--- config.mk ---
export PLATFORM = sky130hd
export DESIGN_NAME = http_chunked_body_decoder_top
export DESIGN_NICKNAME = d
export VERILOG_FILES = /design/src/hw/rtl/hcbd_pkg.sv /design/src/hw/rtl/hcbd_step.sv /design/src/hw/rtl/http_chunked_body_decoder_top.sv
export VERILOG_INCLUDE_DIRS = /design/src /design/src/hw/rtl
export SDC_FILE = /design/constraint.sdc
export NUM_CORES = 1
export LEC_CHECK = 0
export BUFFER_PORTS_ARGS = -buffer_cell sky130_fd_sc_hd__buf_2
export CAP_MARGIN = 20
export CELL_PAD_IN_SITES_DETAIL_PLACEMENT = 0
export CELL_PAD_IN_SITES_GLOBAL_PLACEMENT = 2
export CORE_ASPECT_RATIO = 0.7
export CORE_MARGIN = 1
export CORE_UTILIZATION = 41
export CTS_CLUSTER_DIAMETER = 120
export DETAILED_ROUTE_END_ITERATION = 6
export PLACE_DENSITY_LB_ADDON = 0.1
export SLEW_MARGIN = 20
export SYNTH_ARGS = -nofsm -noshare
export SYNTH_HDL_FRONTEND = slang
export SYNTH_SLANG_ARGS = --single-unit
--- constraint.sdc ---
create_clock -name clk -period 5.8 [get_ports clk]
set_clock_uncertainty 0.05 [all_clocks]
set_input_delay 0.29 -clock clk [delete_from_list [all_inputs] [get_ports clk]]
set_output_delay 0.29 -clock clk [all_outputs]
set_load 0.05 [all_outputs]
--- src/hw/rtl/http_chunked_body_decoder_top_defines.svh ---
// Assertion macros for the chunked body decoder.
// Used by http_chunked_body_decoder_top; no other dependencies.
`ifndef HTTP_CHUNKED_BODY_DECODER_TOP_DEFINES_SVH
`define HTTP_CHUNKED_BODY_DECODER_TOP_DEFINES_SVH

// same-cycle implication
`define HCBD_ASSERT_IMP(label, clk, rst_n, ante, cons) \
	label: assert property (@(posedge clk) disable iff (!rst_n) (ante) |-> (cons)) \
		else $error("hcbd assertion failed");

// next-cycle implication
`define HCBD_ASSERT_NXT(label, clk, rst_n, ante, cons) \
	label: assert property (@(posedge clk) disable iff (!rst_n) (ante) |=> (cons)) \
		else $error("hcbd assertion failed");

`endif

--- src/hw/rtl/hcbd_pkg.sv ---
// Types and constants for the HTTP chunked body decoder.
// No dependencies; used by hcbd_step and http_chunked_body_decoder_top.
package hcbd_pkg;

	typedef enum logic [2:0] {
		PH_SIZE    = 3'd0,
		PH_DATA    = 3'd1,
		PH_CR      = 3'd2,
		PH_LF      = 3'd3,
		PH_TRAILER = 3'd4,
		PH_DONE    = 3'd5,
		PH_ERROR   = 3'd6
	} hcbd_phase_t;

	typedef enum logic [1:0] {
		KIND_DATA  = 2'd0,
		KIND_END   = 2'd1,
		KIND_ERROR = 2'd2
	} hcbd_kind_t;

	localparam logic [7:0] CH_CR  = 8'h0D;
	localparam logic [7:0] CH_LF  = 8'h0A;
	localparam logic [7:0] CH_TAB = 8'h09;
	localparam logic [7:0] CH_VT  = 8'h0B;
	localparam logic [7:0] CH_FF  = 8'h0C;
	localparam logic [7:0] CH_SP  = 8'h20;

	typedef struct packed {
		logic       body_start;
		logic [7:0] in_byte;
	} hcbd_in_t;

	typedef struct packed {
		logic [1:0] out_kind;
		logic [7:0] out_byte;
	} hcbd_out_t;

	// parser flags, everything but the size counter
	typedef struct packed {
		hcbd_phase_t phase;
		logic        prev_was_cr;
		logic        line_has_content;
		logic        digits_seen;
		logic        digits_ended;
	} hcbd_flags_t;

	typedef struct packed {
		logic       valid;
		logic [3:0] value;
	} hcbd_hex_t;

	function automatic hcbd_hex_t hex_decode(input logic [7:0] c);
		hcbd_hex_t h;
		h.valid = 1'b1;
		h.value = 4'd0;
		if (c >= 8'h30 && c <= 8'h39) begin
			h.value = 4'(c - 8'h30);
		end else if (c >= 8'h61 && c <= 8'h66) begin
			h.value = 4'(c - 8'h57);
		end else if (c >= 8'h41 && c <= 8'h46) begin
			h.value = 4'(c - 8'h37);
		end else begin
			h.valid = 1'b0;
		end
		return h;
	endfunction

	function automatic logic is_blank(input logic [7:0] c);
		return c == CH_SP || c == CH_TAB || c == CH_LF || c == CH_VT || c == CH_FF;
	endfunction

endpackage

--- src/hw/rtl/hcbd_step.sv ---
// Next-state and result logic for one byte of a chunked body.
// Depends on hcbd_pkg.
module hcbd_step #(
	parameter int SIZE_BITS = 32
) (
	input  hcbd_pkg::hcbd_flags_t flags,
	input  logic [SIZE_BITS-1:0]  remaining,
	input  hcbd_pkg::hcbd_in_t    item,
	output hcbd_pkg::hcbd_flags_t flags_next,
	output logic [SIZE_BITS-1:0]  remaining_next,
	output logic                  has_result,
	output hcbd_pkg::hcbd_out_t   result
);
	import hcbd_pkg::*;

	hcbd_flags_t          cur;
	logic [SIZE_BITS-1:0] rem;
	logic [7:0]           c;
	hcbd_hex_t            hex;

	assign c   = item.in_byte;
	assign hex = hex_decode(c);

	always_comb begin
		cur = flags;
		rem = remaining;
		if (item.body_start) begin
			cur.phase            = PH_SIZE;
			cur.prev_was_cr      = 1'b0;
			cur.line_has_content = 1'b0;
			cur.digits_seen      = 1'b0;
			cur.digits_ended     = 1'b0;
			rem                  = '0;
		end

		flags_next     = cur;
		remaining_next = rem;
		has_result     = 1'b0;
		result         = '0;

		case (cur.phase)
			PH_SIZE: begin
				if (c == CH_LF && cur.prev_was_cr) begin
					if (!cur.line_has_content || !cur.digits_seen) begin
						flags_next.phase = PH_ERROR;
						has_result       = 1'b1;
						result.out_kind  = KIND_ERROR;
					end else begin
						flags_next.line_has_content = 1'b0;
						flags_next.digits_seen      = 1'b0;
						flags_next.digits_ended     = 1'b0;
						flags_next.prev_was_cr      = 1'b0;
						flags_next.phase = (rem == '0) ? PH_TRAILER : PH_DATA;
					end
				end else begin
					flags_next.prev_was_cr = (c == CH_CR);
					if (c != CH_CR) begin
						flags_next.line_has_content = 1'b1;
						if (!cur.digits_ended) begin
							if (hex.valid) begin
								// another digit would shift bits off the top
								if (rem[SIZE_BITS-1 -: 4] != 4'd0) begin
									flags_next.phase = PH_ERROR;
									has_result       = 1'b1;
									result.out_kind  = KIND_ERROR;
								end else begin
									remaining_next          = {rem[SIZE_BITS-5:0], hex.value};
									flags_next.digits_seen  = 1'b1;
								end
							end else if (cur.digits_seen || !is_blank(c)) begin
								flags_next.digits_ended = 1'b1;
							end
						end
					end
				end
			end
			PH_DATA: begin
				remaining_next  = rem - SIZE_BITS'(1);
				if (rem == SIZE_BITS'(1)) begin
					flags_next.phase = PH_CR;
				end
				has_result      = 1'b1;
				result.out_kind = KIND_DATA;
				result.out_byte = c;
			end
			PH_CR: begin
				flags_next.prev_was_cr = (c == CH_CR);
				flags_next.phase       = PH_LF;
			end
			PH_LF: begin
				if (c != CH_LF || !cur.prev_was_cr) begin
					flags_next.phase = PH_ERROR;
					has_result       = 1'b1;
					result.out_kind  = KIND_ERROR;
				end else begin
					remaining_next              = '0;
					flags_next.line_has_content = 1'b0;
					flags_next.digits_seen      = 1'b0;
					flags_next.digits_ended     = 1'b0;
					// closing CR counts as previous byte of the next size line
					flags_next.prev_was_cr      = 1'b1;
					flags_next.phase            = PH_SIZE;
				end
			end
			PH_TRAILER: begin
				if (c == CH_LF) begin
					if (!cur.line_has_content) begin
						flags_next.phase = PH_DONE;
						has_result       = 1'b1;
						result.out_kind  = KIND_END;
					end else begin
						flags_next.line_has_content = 1'b0;
					end
				end else if (c != CH_SP && c != CH_TAB && c != CH_CR) begin
					flags_next.line_has_content = 1'b1;
				end
			end
			default: begin
				// done or error: absorb bytes until a new body starts
			end
		endcase
	end

endmodule

--- src/hw/rtl/http_chunked_body_decoder_top.sv ---
// HTTP chunked transfer-coding body decoder, top level.
// Depends on hcbd_pkg, hcbd_step and http_chunked_body_decoder_top_defines.svh.
//
//  channel | dir | handshake                   | payload
//  item    | in  | item_valid / item_ready     | hcbd_in_t  {body_start, in_byte}
//  result  | out | result_valid / result_ready | hcbd_out_t {out_kind, out_byte}
//
// One byte per cycle sustained while the output register is free. A byte is
// registered in the input stage, decoded there by hcbd_step, and its result
// (if any) is registered in the output register, which drives result_valid.
// arst_n clears the parser state, the input stage valid and the output valid.
// A byte with no result moves on even while the output register is held;
// a byte with a result waits in the input stage until the output frees up.
module http_chunked_body_decoder_top #(
	parameter int SIZE_BITS = 32
) (
	input  logic                clk,
	input  logic                arst_n,
	input  logic                item_valid,
	output logic                item_ready,
	input  hcbd_pkg::hcbd_in_t  item,
	output logic                result_valid,
	input  logic                result_ready,
	output hcbd_pkg::hcbd_out_t result
);
	import hcbd_pkg::*;

	`include "http_chunked_body_decoder_top_defines.svh"

	logic                 valid_s1;
	hcbd_in_t             item_s1;
	hcbd_flags_t          flags_q;
	logic [SIZE_BITS-1:0] remaining_q;
	logic                 result_valid_q;
	hcbd_out_t            result_q;

	hcbd_flags_t          flags_d;
	logic [SIZE_BITS-1:0] remaining_d;
	logic                 has_result;
	hcbd_out_t            step_result;
	logic                 out_free;
	logic                 advance;
	logic                 ctrl_out;

	hcbd_step #(
		.SIZE_BITS(SIZE_BITS)
	) u_step (
		.flags          (flags_q),
		.remaining      (remaining_q),
		.item           (item_s1),
		.flags_next     (flags_d),
		.remaining_next (remaining_d),
		.has_result     (has_result),
		.result         (step_result)
	);

	assign out_free     = !result_valid_q || result_ready;
	assign advance      = valid_s1 && (out_free || !has_result);
	assign item_ready   = !valid_s1 || advance;
	assign result_valid = result_valid_q;
	assign result       = result_q;
	assign ctrl_out     = result_valid && result.out_kind != KIND_DATA;

	always_ff @(posedge clk or negedge arst_n) begin
		if (!arst_n) begin
			valid_s1 <= 1'b0;
		end else if (item_ready) begin
			valid_s1 <= item_valid;
		end
	end

	always_ff @(posedge clk) begin
		if (item_ready && item_valid) begin
			item_s1 <= item;
		end
	end

	always_ff @(posedge clk or negedge arst_n) begin
		if (!arst_n) begin
			flags_q.phase            <= PH_SIZE;
			flags_q.prev_was_cr      <= 1'b0;
			flags_q.line_has_content <= 1'b0;
			flags_q.digits_seen      <= 1'b0;
			flags_q.digits_ended     <= 1'b0;
			remaining_q              <= '0;
		end else if (advance) begin
			flags_q     <= flags_d;
			remaining_q <= remaining_d;
		end
	end

	always_ff @(posedge clk or negedge arst_n) begin
		if (!arst_n) begin
			result_valid_q <= 1'b0;
		end else if (out_free) begin
			result_valid_q <= advance && has_result;
		end
	end

	always_ff @(posedge clk) begin
		if (advance && has_result) begin
			result_q <= step_result;
		end
	end

	// a blocked byte stays put in the input stage
	`HCBD_ASSERT_NXT(a_stall_holds, clk, arst_n, !item_ready, valid_s1 && $stable(item_s1))
	// only data results carry a byte
	`HCBD_ASSERT_IMP(a_ctrl_zero, clk, arst_n, ctrl_out, result.out_byte == 8'd0)
	// data phase always has bytes left to pass
	`HCBD_ASSERT_IMP(a_data_left, clk, arst_n, flags_q.phase == PH_DATA, remaining_q != '0)

endmodule

# Word-level counts from Yosys, hierarchy flattened

Index checks and enable logic that the tools add are counted.
Widths: inputs -> output; s select.

Bits in registers: 60
Bits of input ports: 13
Output and inout bits: 12

Add/subtract/negate cells: 4
Multiplexer cells: 60
Reductions and logical operators: 29
Order comparisons: 6
Equality and inequality tests: 15

Operators by type and width:

| cell                  | number |
|---|---|
| $mux 32               | 7 |
| $pmux 32 s3           | 1 |
| $eq 8x4->1 const B    | 5 |
| $mux 3                | 11 |
| $eq 32x1->1 const B   | 1 |
| $logic_not 32->1      | 1 |
| $sub 32x1->32 const B | 1 |
| $ne 8x4->1 const B    | 3 |
| $mux 4                | 5 |
| $mux 1                | 19 |
| $mux 2                | 9 |
| $ge 8x7->1 const B    | 2 |
| $le 8x7->1 const B    | 2 |
| $pmux 3 s5            | 1 |
| $mux 7                | 2 |
| $logic_or 1x1->1      | 10 |
| $logic_and 1x1->1     | 9 |
| $eq 8x6->1 const B    | 1 |
| $ge 8x6->1 const B    | 1 |
| $le 8x6->1 const B    | 1 |
| $ne 8x6->1 const B    | 1 |
| $sub 4x3->4 const B   | 2 |
| $logic_not 1->1       | 7 |
| $eq 3x2->1 const B    | 2 |
| 9 further kinds       | 10 |

# Longest topological paths before layout

Gate-level depths: netlist of the first run.

Word-level depth: 15
Gate-level depth with buffers: 13
Gate-level depth less buffers: 10

# Cells and area by module

From an unflattened synthesis of the first run, not the netlist that was laid out.

Cells, all modules: 619
Area total of the unflattened synthesis: 5082.4 µm²

Modules (own cells, without submodules):

| module                        | area an instance (µm²) | seq. area each (µm²) | instances | cells an instance |
|---|---|---|---|---|
| http_chunked_body_decoder_top | 2851.5                 | 1596.5               | 1         | 252 |
| hcbd_step                     | 2230.9                 | 0.0                  | 1         | 367 |

# Worst setup path after synthesis of the first run

No wires, ideal clock.

Path kind: register to register
From: register item_s1[0] (netlist name)
To: register item_s1[0] (netlist name), enable pin
Required time: 5.412 ns
Library setup time: 0.338 ns
Data arrival time: 2.922 ns
Cell stages (with the launch flop): 10
Buffers on the path: 0
Setup slack: 2.490 ns
Cells stage by stage: edfxtp_1 inv_1 ha_1 or3b_1 nand3_1 nand2_1 o211ai_2 nand2_1 o211ai_1 and2_1

Cells in the longest elaborated chain, start to end: 15

Ends and longest elaborated chain:

| what                                            | RTL line                            | text |
|---|---|---|
| start, declared                                 | http_chunked_body_decoder_top.sv:31 | `hcbd_in_t item_s1;` |
| start signal, assigned                          | http_chunked_body_decoder_top.sv:74 | `item_s1 <= item;` |
| $ge 8x7->1 / $le 8x7->1 (equally long branches) | hcbd_pkg.sv:60                      | `end else if (c >= 8'h41 && c <= 8'h46) begin` |
| $logic_and 1x1->1                               | hcbd_pkg.sv:60                      |  |
| $mux 1                                          | hcbd_pkg.sv:60                      |  |
| $mux 1                                          | hcbd_pkg.sv:58                      | `end else if (c >= 8'h61 && c <= 8'h66) begin` |
| $mux 1                                          | hcbd_pkg.sv:56                      | `if (c >= 8'h30 && c <= 8'h39) begin` |
| $mux 1                                          | hcbd_step.sv:60                     | `if (hex.valid) begin` |
| $mux 1                                          | hcbd_step.sv:59                     | `if (!cur.digits_ended) begin` |
| $mux 1                                          | hcbd_step.sv:57                     | `if (c != CH_CR) begin` |
| $mux 1                                          | hcbd_step.sv:43                     | `if (c == CH_LF && cur.prev_was_cr) begin` |
| $pmux 1 s4 (*)                                  | hcbd_step.sv:41                     | `case (cur.phase)` |
| $logic_not 1->1 (*)                             | http_chunked_body_decoder_top.sv:58 | `assign advance = valid_s1 && (out_free \|\| !has_result);` |
| $logic_or 1x1->1 (*)                            | http_chunked_body_decoder_top.sv:58 |  |
| $logic_and 1x1->1 (*)                           | http_chunked_body_decoder_top.sv:58 |  |
| $logic_or 1x1->1 (*)                            | http_chunked_body_decoder_top.sv:59 | `assign item_ready = !valid_s1 \|\| advance;` |
| via item_ready                                  | http_chunked_body_decoder_top.sv:20 | `output logic item_ready,` |
| $logic_and 1x1->1 (*)                           | http_chunked_body_decoder_top.sv:73 | `if (item_ready && item_valid) begin` |

The timed path passes the listed nets; every way through them passes the cells marked *.
A chain may end at the register's enable or synchronous reset.

# Final worst setup path of the first run

From: register item_s1[8] (netlist name)
To: register remaining_q[13]

Cells in the longest elaborated chain, start to end: 11

Ends and longest elaborated chain:

| what                                                                   | RTL line                            | text |
|---|---|---|
| parallel branches: the longest is 11 deep, another holds $sub 32x1->32 | n/a                                 |  |
| end signal, assigned                                                   | http_chunked_body_decoder_top.sv:88 | `remaining_q <= remaining_d;` |
| end, declared                                                          | http_chunked_body_decoder_top.sv:33 | `logic [SIZE_BITS-1:0] remaining_q;` |

Parallel ways; which one is timed is not known.

==> out/results.ini, run 1 <==
[final_layout]
num_antenna_cells = 0
syn2layout_area_growth_pct = 10.5
nets = 506
fin_cells = 619
drive_gt1_frac = 0.126
utilization = 0.472
fillers = 944

[grt]
grtUsageMet1 = 0.424
grt_use_met3 = 0.0507
grt_overflow = 0
grt_max_degree = 45
first_global_vias = 3667
grt_use_total = 0.265
busiest_layer = met1
use_met2 = 0.349
grt_first_pass_wirelength_mm = 21.2
antenna_found_initial = 0

[run]
cap_violations = 0

[power]
swShare = 0.447
power_density_mw_per_mm2 = 490
comb_power_share = 0.449
vdd_drop_max_mv = 0.234
power_frac_clock = 0.221
p_seq_frac = 0.329
p_int_mw = 1.25
switching_power_mw = 1.01
leakage_nw = 1.95

[synth]
synth_edf_count = 19
ys_ff_latch = 60
ys_async_sr_fraction = 0.683
synth_area_mm2 = 0.00419
synth_area_per_cell_um2 = 8.76
seq_area_frac_synth = 0.381
yosysWarnings = 0
synth_cell_type_count = 80
ys.flop_type = dfrtp_1
synth_nets = 498
synth_cells = 478

[route]
vias = 3943
drt-initial-drc-count = 403
antenna_left = 0
wl_mm = 13.1
via_per_inst = 6.37
wire_per_inst_um = 21.2
drc_errors = 0
drtPass1Iterations = 5

[timing]
hold_violations = 0
slew_viol_final = 0
holdWs_ps = 81.0
layout_worst_path_cycle_share = 0.662
max_freq_ghz = 0.261
slew-limit-headroom = 0.344
tns_ps = 0
setup_viol = 0
max_slew.worst_pin.slew_ps = 976
finalWorstSetupSlack_ps = 1960
rsz0062_at_grt = no
period_needed_ps = 3840

[floorplanning]
core_area_mm2 = 0.00980
initial_utilization = 0.427
num_rows = 30
io-pin-count = 25
die_w_um = 123
fp.dieH_um = 86.5
dieArea_mm2 = 0.0106

[clock_network]
cts_tree = yes
cts_root_buf = clkbuf_16
cts.clk_slew.worst_paths_ps = 50
cts-htree-levels = 3
cts_max_path_buffers = 2
clk_latency_ps = 340
cts_hold_buf = 0
cts_buffers = 9
cts-resized-gates = 0
cts.sinks = 60
cts_setup_buffers = 0

[place]
place_congestion = 0.910
place_ws_ps = 2000
dp.cells = 602
portBuffers = 24
dp_hpwl_mm = 9.18

[min_path]
hold_path.class = in2reg

[worst_setup_path]
cp_max_fo = 44
cp-end-kind = flip-flop
crit_required_ps = 5970
crit_type = reg2reg
arrival_ps = 4010
start_kind = flip-flop

[outcome]
status = finished clean

-- metrics by stage --
step / total power [mW] / area [um2]
2_1_floorplan: 1.47 / 4190
4_1_cts: 2.25 / 4610
3_5_place_dp: 1.74 / 4340
6_report: 2.27 / 4630
5_1_grt: 2.41 / 4630
3_3_place_gp: 1.75 / 4330
-- per-layer routing --
metal / share of wire / vias to the layer above / wire, um
met4: 0.017 / 0 / 218
met3: 0.069 / 20 / 909
met1: 0.52 / 1918 / 6790
met5: 0 / - / 0
li1: - / 1844 / -
met2: 0.40 / 161 / 5210
-- synth_stat cells, types with 5 or more instances --
cell type  number  area [um2]
a211oi_1        6        45.0
a21o_1          7        52.6
a21oi_1        24         120
a22o_1         10        87.6
a22oi_1         9        67.6
a31oi_1         9        56.3
and3_1         10        62.6
buf_2          10        50.1
buf_6           5        56.3
clkbuf_1       16        60.1
dfrtp_1        41        1030
edfxtp_1       19         571
ha_1            7        87.6
inv_1           9        33.8
nand2_1        46         173
nand3_1        14        70.1
nor2_1         45         169
nor3_1         20         100
nor4_1         11        68.8
o21ai_0        35         175
o2bb2ai_1       7        61.3
or3_1           6        37.5
xor2_1          7        61.3
-- cell families after synthesis --
group | after synthesis | synth area share
XOR/XNOR | 10 | 0.0209
flip-flops | 60 | 0.381
multiplexers | 4 | 0.00956
buffers and inverters | 44 | 0.0514
AND/OR/NAND/NOR | 195 | 0.251
AO/OA/AOI/OAI | 158 | 0.265
adder cells (fa/ha/maj) | 7 | 0.0209
-- worst paths after layout --
path                                   startpoint                     endpoint  slack, ps  cells after the start
setup / recovery             item_s1[8]$_DFFE_PP_  remaining_q[13]$_DFFE_PN0P_       1960                      9
hold / removal                            item[0]         item_s1[0]$_DFFE_PP_         80                      1
setup reg to reg             item_s1[8]$_DFFE_PP_  remaining_q[13]$_DFFE_PN0P_       1960                      9
hold reg to reg            flags_q[0]$_DFFE_PN0P_       flags_q[0]$_DFFE_PN0P_        520                      1
max in group asynchronous                  arst_n       flags_q[2]$_DFFE_PN0P_       4840                      2
min in group asynchronous                  arst_n   remaining_q[1]$_DFFE_PN0P_        450                      2
-- power by group through the flow --
| stage | Clock [mW] | Combinational (mW) | Sequential (mW) |
|---|---|---|---|
| 6_report | 0.501 | 1.02 | 0.747 |
| 5_1_grt | 0.530 | 1.11 | 0.763 |
| 4_1_cts | 0.510 | 1.00 | 0.739 |
| 3_5_place_dp | 0 | 0.994 | 0.746 |
| 3_3_place_gp | 0 | 1.01 | 0.748 |
| 2_1_floorplan | 0 | 0.804 | 0.664 |
-- flip-flops by register name, summed over array words and instances, names as in the netlist --
register	cells
remaining_q	32
result	10
item_s1	9
flags_q	7
result_valid	1
valid_s1	1
-- worst max-delay path, stage by stage (launching register included) --
cell and delay, ps:
edfxtp_1 320, buf_4 430, clkinv_1 600, and4_1 360
a31oi_1 310, o211ai_2 190, a21boi_2 760, buf_4 400
nor2_1 80, o22a_1 190
-- placed cells by master, fill, tap and decap left out, types with 3 or more instances in the layout --
cell | netlist | final
xnor2_1 | 3 | 3
o31ai_1 | 3 | 3
nor3_1 | 20 | 19
nand2_1 | 46 | 46
a22oi_1 | 9 | 9
a21oi_1 | 24 | 24
a211oi_1 | 6 | 6
clkbuf_1 | 16 | 3
and2_1 | 3 | 3
o21ai_0 | 35 | 35
nand2b_1 | 4 | 4
ha_1 | 7 | 7
nand3b_1 | 3 | 3
clkbuf_16 | 0 | 9
o2bb2ai_1 | 7 | 7
nor2b_1 | 3 | 3
buf_2 | 10 | 23
edfxtp_1 | 19 | 19
dfrtp_1 | 41 | 41
o22ai_1 | 4 | 4
inv_1 | 9 | 9
nor2_1 | 45 | 45
a32oi_1 | 4 | 4
mux2i_1 | 4 | 4
nor4_1 | 11 | 11
a21o_1 | 7 | 7
or2_2 | 3 | 3
xor2_1 | 7 | 7
buf_4 | 0 | 7
a22o_1 | 10 | 10
o211ai_1 | 3 | 3
a31oi_1 | 9 | 9
nor4b_1 | 3 | 3
and3_1 | 10 | 10
o22a_1 | 3 | 3
nand3_1 | 14 | 14
or3_1 | 6 | 6
-- final cells by class --
class | instances | area [um2] | share of cell area
Inverter | 10 | 37.5 | 0.00811
Sequential cell | 60 | 1600 | 0.345
Clock buffer | 14 | 264 | 0.0571
Clock inverter | 2 | 10.0 | 0.00216
Multi-Input combinational cell | 374 | 2380 | 0.514
Timing Repair Buffer | 31 | 178 | 0.0384
Tap cell | 128 | 160 | 0.0346
No activity file was read; power rests on OpenSTA's default activity.
==> inputs of run 2 (changes only) <==
- CORE_UTILIZATION: 41 -> 35
- clock period: 5.8 -> 3.4 ns (I/O delays scaled with it)
==> out/results.ini, run 2 (synthesized netlist as in run 1, its figures left out) <==
[timing]
slew-limit-headroom = 0.508
max_freq_ghz = 0.318
slew_viol_final = 0
holdWs_ps = 162
period_needed_ps = 3150
tns_ps = 0
max_slew.worst_pin.slew_ps = 719
finalWorstSetupSlack_ps = 250
setup_viol = 0
rsz0062_at_grt = no
layout_worst_path_cycle_share = 0.926
hold_violations = 0

[grt]
grt_overflow = 0
grt_first_pass_wirelength_mm = 22.7
grt_use_total = 0.242
first_global_vias = 3810
antenna_found_initial = 0
grt_max_degree = 26

[power]
switching_power_mw = 1.79
power_density_mw_per_mm2 = 817
p_seq_frac = 0.321
power_frac_clock = 0.216
leakage_nw = 2.07
swShare = 0.450
comb_power_share = 0.463
p_int_mw = 2.19
vdd_drop_max_mv = 0.277

[clock_network]
cts_max_path_buffers = 2
cts-resized-gates = 0
clk_latency_ps = 340
cts_root_buf = clkbuf_16
cts_tree = yes
cts-htree-levels = 3
cts.clk_slew.worst_paths_ps = 60
cts.sinks = 60
cts_buffers = 9

[route]
drc_errors = 0
via_per_inst = 6.08
vias = 4096
drtPass1Iterations = 5
wire_per_inst_um = 21.1
wl_mm = 14.2
antenna_left = 0
drt-initial-drc-count = 419

[place]
postPlaceCellArea_mm2 = 0.00449
place_ws_ps = 341
dp_hpwl_mm = 10.2
portBuffers = 24
place_congestion = 0.895

[worst_setup_path]
start_kind = flip-flop
arrival_ps = 2930
cp_max_fo = 5
crit_type = reg2out
cp-end-kind = primary output
crit_required_ps = 3180

[final_layout]
nets = 532
syn2layout_area_growth_pct = 16.4
final_cell_mix = 46 x nand2_1, 45 x nor2_1, 41 x dfrtp_1, 35 x o21ai_0
max_flop_register = remaining_q
fin_area_mm2 = 0.00487
num_antenna_cells = 0
utilization = 0.417
mostFrequentLayoutCell = nand2_1
drive_gt1_frac = 0.147
largest_register_ffs = 32

[floorplanning]
io-pin-count = 25
dieArea_mm2 = 0.0124
initial_utilization = 0.358
die_w_um = 133
fp.dieH_um = 93.5
num_rows = 33
core_area_mm2 = 0.0117

[run]
cap_violations = 0

[min_path]
hold_path.class = in2reg

[outcome]
status = finished clean

==> run 2: what timing repair did <==
item | 4_1_cts | 5_1_grt
buffers inserted | 0 | 0
endpoints found under the hold margin | 30 | 0
hold buffers | 11 | 0
setup endpoints to repair | 0 | 0
==> run 2: worst paths after layout <==
| check | from | end | slack [ps] | depth (start not counted) |
|---|---|---|---|---|
| setup / recovery | item_s1[0]$_DFFE_PP_ | item_ready | 250 | 9 |
| max in group asynchronous | arst_n | valid_s1$_DFFE_PN0P_ | 2280 | 3 |
| hold / removal | result_ready | result_valid$_DFFE_PN0P_ | 160 | 3 |
| setup reg to reg | item_s1[0]$_DFFE_PP_ | item_s1[2]$_DFFE_PP_ | 300 | 9 |
| hold reg to reg | flags_q[0]$_DFFE_PN0P_ | flags_q[0]$_DFFE_PN0P_ | 520 | 1 |
| min in group asynchronous | arst_n | remaining_q[1]$_DFFE_PN0P_ | 300 | 2 |
==> run 2: cell type report <==
class	instances	area, um2
Clock inverter	3	12.5
Clock buffer	13	260
Sequential cell	60	1600
Timing Repair Buffer	57	395
Tap cell	157	196
Inverter	10	37.5
Fill cell	1187	6810
Multi-Input combinational cell	374	2370
==> run 2: power groups by stage <==
stage               Clock [mW]  Sequential (mW)  Combinational (mW)
CTS                      0.878             1.26                1.81
global route             0.903             1.30                2.00
finish                   0.860             1.28                1.84
global placement             0             1.28                1.82
floorplan                    0             1.13                1.37
detailed placement           0             1.27                1.79
==> run 2: through the flow <==
| step | power, mW | instances |
|---|---|---|
| 2_1_floorplan | 2.50 | 478 |
| 3_3_place_gp | 3.11 | 647 |
| 3_5_place_dp | 3.06 | 647 |
| 4_1_cts | 3.95 | 674 |
| 5_1_grt | 4.21 | 674 |
| 6_report | 3.98 | 674 |
==> run 2: critical path, cell delays in order, from the launching register on <==
cell and delay [ps]:
edfxtp_1 460, inv_1 190, ha_1 200, or3b_1 370, nand3_1 160, nand2_1 140, o211ai_2 280, nand2_1 170
o211ai_1 290, buf_2 320
==> run 2: metal layers <==
metal / vias up / global-route usage / wire, um
met5: - / 0 / 0
met4: 0 / 0.0690 / 183
met3: 13 / 0.0466 / 939
met2: 188 / 0.331 / 5620
met1: 2000 / 0.376 / 7490
li1: 1895 / - / -
==> inputs of run 3 (changes only) <==
- CORE_ASPECT_RATIO: 0.7 -> 1.1
==> out/results.ini, run 3 (synthesized netlist as in run 1, its figures left out) <==
[power]
power_mw = 3.97
comb_power_share = 0.457
switching_power_mw = 1.75
swShare = 0.440
power_density_mw_per_mm2 = 814
vdd_drop_max_mv = 0.240
p_seq_frac = 0.316
leakage_nw = 2.07
p_int_mw = 2.23
power_frac_clock = 0.226

[worst_setup_path]
arrival_ps = 2830
rr_startpoint = item_s1[1]$_DFFE_PP_
path_buf_inv = 2
cp-end-kind = primary output
r2r_slack_ps = 380
r2r_cells = 9
cpPeakStageDelay_ps = 450
crit_required_ps = 3180
crit_slowest_cell = edfxtp_1
crit_top_cell = nand2_1
worstReg2RegEnd = remaining_q[10]$_DFFE_PN0P_
cp_max_fo = 5
crit_type = reg2out
cp_cell_sequence = inv_1, ha_1, or3b_1, nand3_1, nand2_1, o211ai_2, nand2_1, o211ai_1, buf_2
start_kind = flip-flop
critPathTopFamily = simple AND/OR/NAND/NOR gates

[timing]
hold_violations = 0
rsz0062_at_grt = no
max_freq_ghz = 0.328
slew_viol_final = 0
max_slew.worst_pin.slew_ps = 712
finalWorstSetupSlack_ps = 348
tns_ps = 0
holdWs_ps = 154
setup_viol = 0
layout_worst_path_cycle_share = 0.898
period_needed_ps = 3050
slew-limit-headroom = 0.521

[route]
antenna_left = 0
via_per_inst = 6.05
drtPass1Iterations = 5
wl_mm = 13.8
drt-initial-drc-count = 251
vias = 4018
wire_per_inst_um = 20.8
drc_errors = 0

[grt]
antenna_found_initial = 0
grt_max_degree = 42
grt_first_pass_wirelength_mm = 22.5
grt_overflow = 0
grt_use_total = 0.242
first_global_vias = 3946

[place]
dp.cells = 637
place_ws_ps = 372
place_congestion = 0.847
dp_hpwl_mm = 9.62
portBuffers = 24

[floorplanning]
core_area_mm2 = 0.0115
fp.dieH_um = 117
die_w_um = 106
initial_utilization = 0.363
dieArea_mm2 = 0.0124
io-pin-count = 25
num_rows = 41

[final_layout]
syn2layout_area_growth_pct = 16.6
mostFrequentLayoutCell = nand2_1
largest_register_ffs = 32
final_cell_mix = 46 x nand2_1, 45 x nor2_1, 41 x dfrtp_1, 35 x o21ai_0, 24 x a21oi_1
drive_gt1_frac = 0.144
num_antenna_cells = 0
fin_cells = 664
fillers = 1171
nets = 529
max_flop_register = remaining_q

[clock_network]
cts_root_buf = clkbuf_16
cts.clk_slew.worst_paths_ps = 50
cts_tree = yes
cts_max_path_buffers = 2
cts-htree-levels = 3
cts_hold_buf = 11
cts.sinks = 60
cts-resized-gates = 0
cts_buffers = 9
cts_setup_buffers = 0
clk_latency_ps = 340

[min_path]
hold_path_startpoint = result_ready
min_path_cells = 3
hold_path.class = in2reg
worstHoldEndpoint = result_valid$_DFFE_PN0P_

[run]
cap_violations = 0

[outcome]
status = finished clean

-- run 3: cell types whose count changed in the layout (fill, tap and decap cells not counted), sizes merged --
| cell | previous run | this run |
|---|---|---|
| buf | 46 | 43 |
| clkbuf | 13 | 10 |
| bufinv | 0 | 1 |
| clkinv | 4 | 5 |
| clkinvlp | 0 | 1 |
-- run 3: how the worst max path moves through the flow --
stage | startpoint | endpoint | slack (ps) | cells past startpoint
after detailed placement | item_s1[1]$_DFFE_PP_ | remaining_q[10]$_DFFE_PN0P_ | 370 | 9
after CTS | item_s1[0]$_DFFE_PP_ | item_ready | 360 | 9
after global placement | item_s1[1]$_DFFE_PP_ | remaining_q[10]$_DFFE_PN0P_ | 420 | 9
final | item_s1[0]$_DFFE_PP_ | item_ready | 350 | 9
after floorplan | item_s1[0]$_DFFE_PP_ | item_s1[0]$_DFFE_PP_ | 90 | 9
after global routing | item_s1[0]$_DFFE_PP_ | item_s1[8]$_DFFE_PP_ | 140 | 9
-- run 3: per-layer routing --
metal	GRT usage	wire length [um]	vias to the layer above
met1	0.312	5940	1959
met5	0	0	-
met3	0.0340	725	26
li1	-	-	1888
met2	0.400	6740	145
met4	0.117	437	0
-- run 3: metrics by stage --
step	instance area [um2]	util
2_1_floorplan	4190	-
3_3_place_gp	4480	0.389
3_5_place_dp	4480	0.389
4_1_cts	4880	0.423
5_1_grt	4880	0.423
6_report	4880	0.423
-- run 3: power by group through the flow --
stage	Clock, mW	Sequential (mW)	Combinational, mW
final	0.900	1.26	1.82
after CTS	0.914	1.25	1.80
after global routing	0.950	1.30	2.01
after detailed placement	0	1.26	1.78
after global placement	0	1.27	1.79
after floorplan	0	1.13	1.37
-- run 3: final cells by class --
type	instances	area, um2	area share
Multi-Input combinational cell	374	2370	0.487
Sequential cell	60	1600	0.327
Timing Repair Buffer	54	400	0.0820
Clock buffer	10	229	0.0469
Tap cell	150	188	0.0385
Clock inverter	6	55.1	0.0113
Inverter	10	37.5	0.00769
-- run 3: worst min-delay path, cell delays in order --
cell      delay [ps]
buf_2             90
nand2b_1         150
nand2_1           80
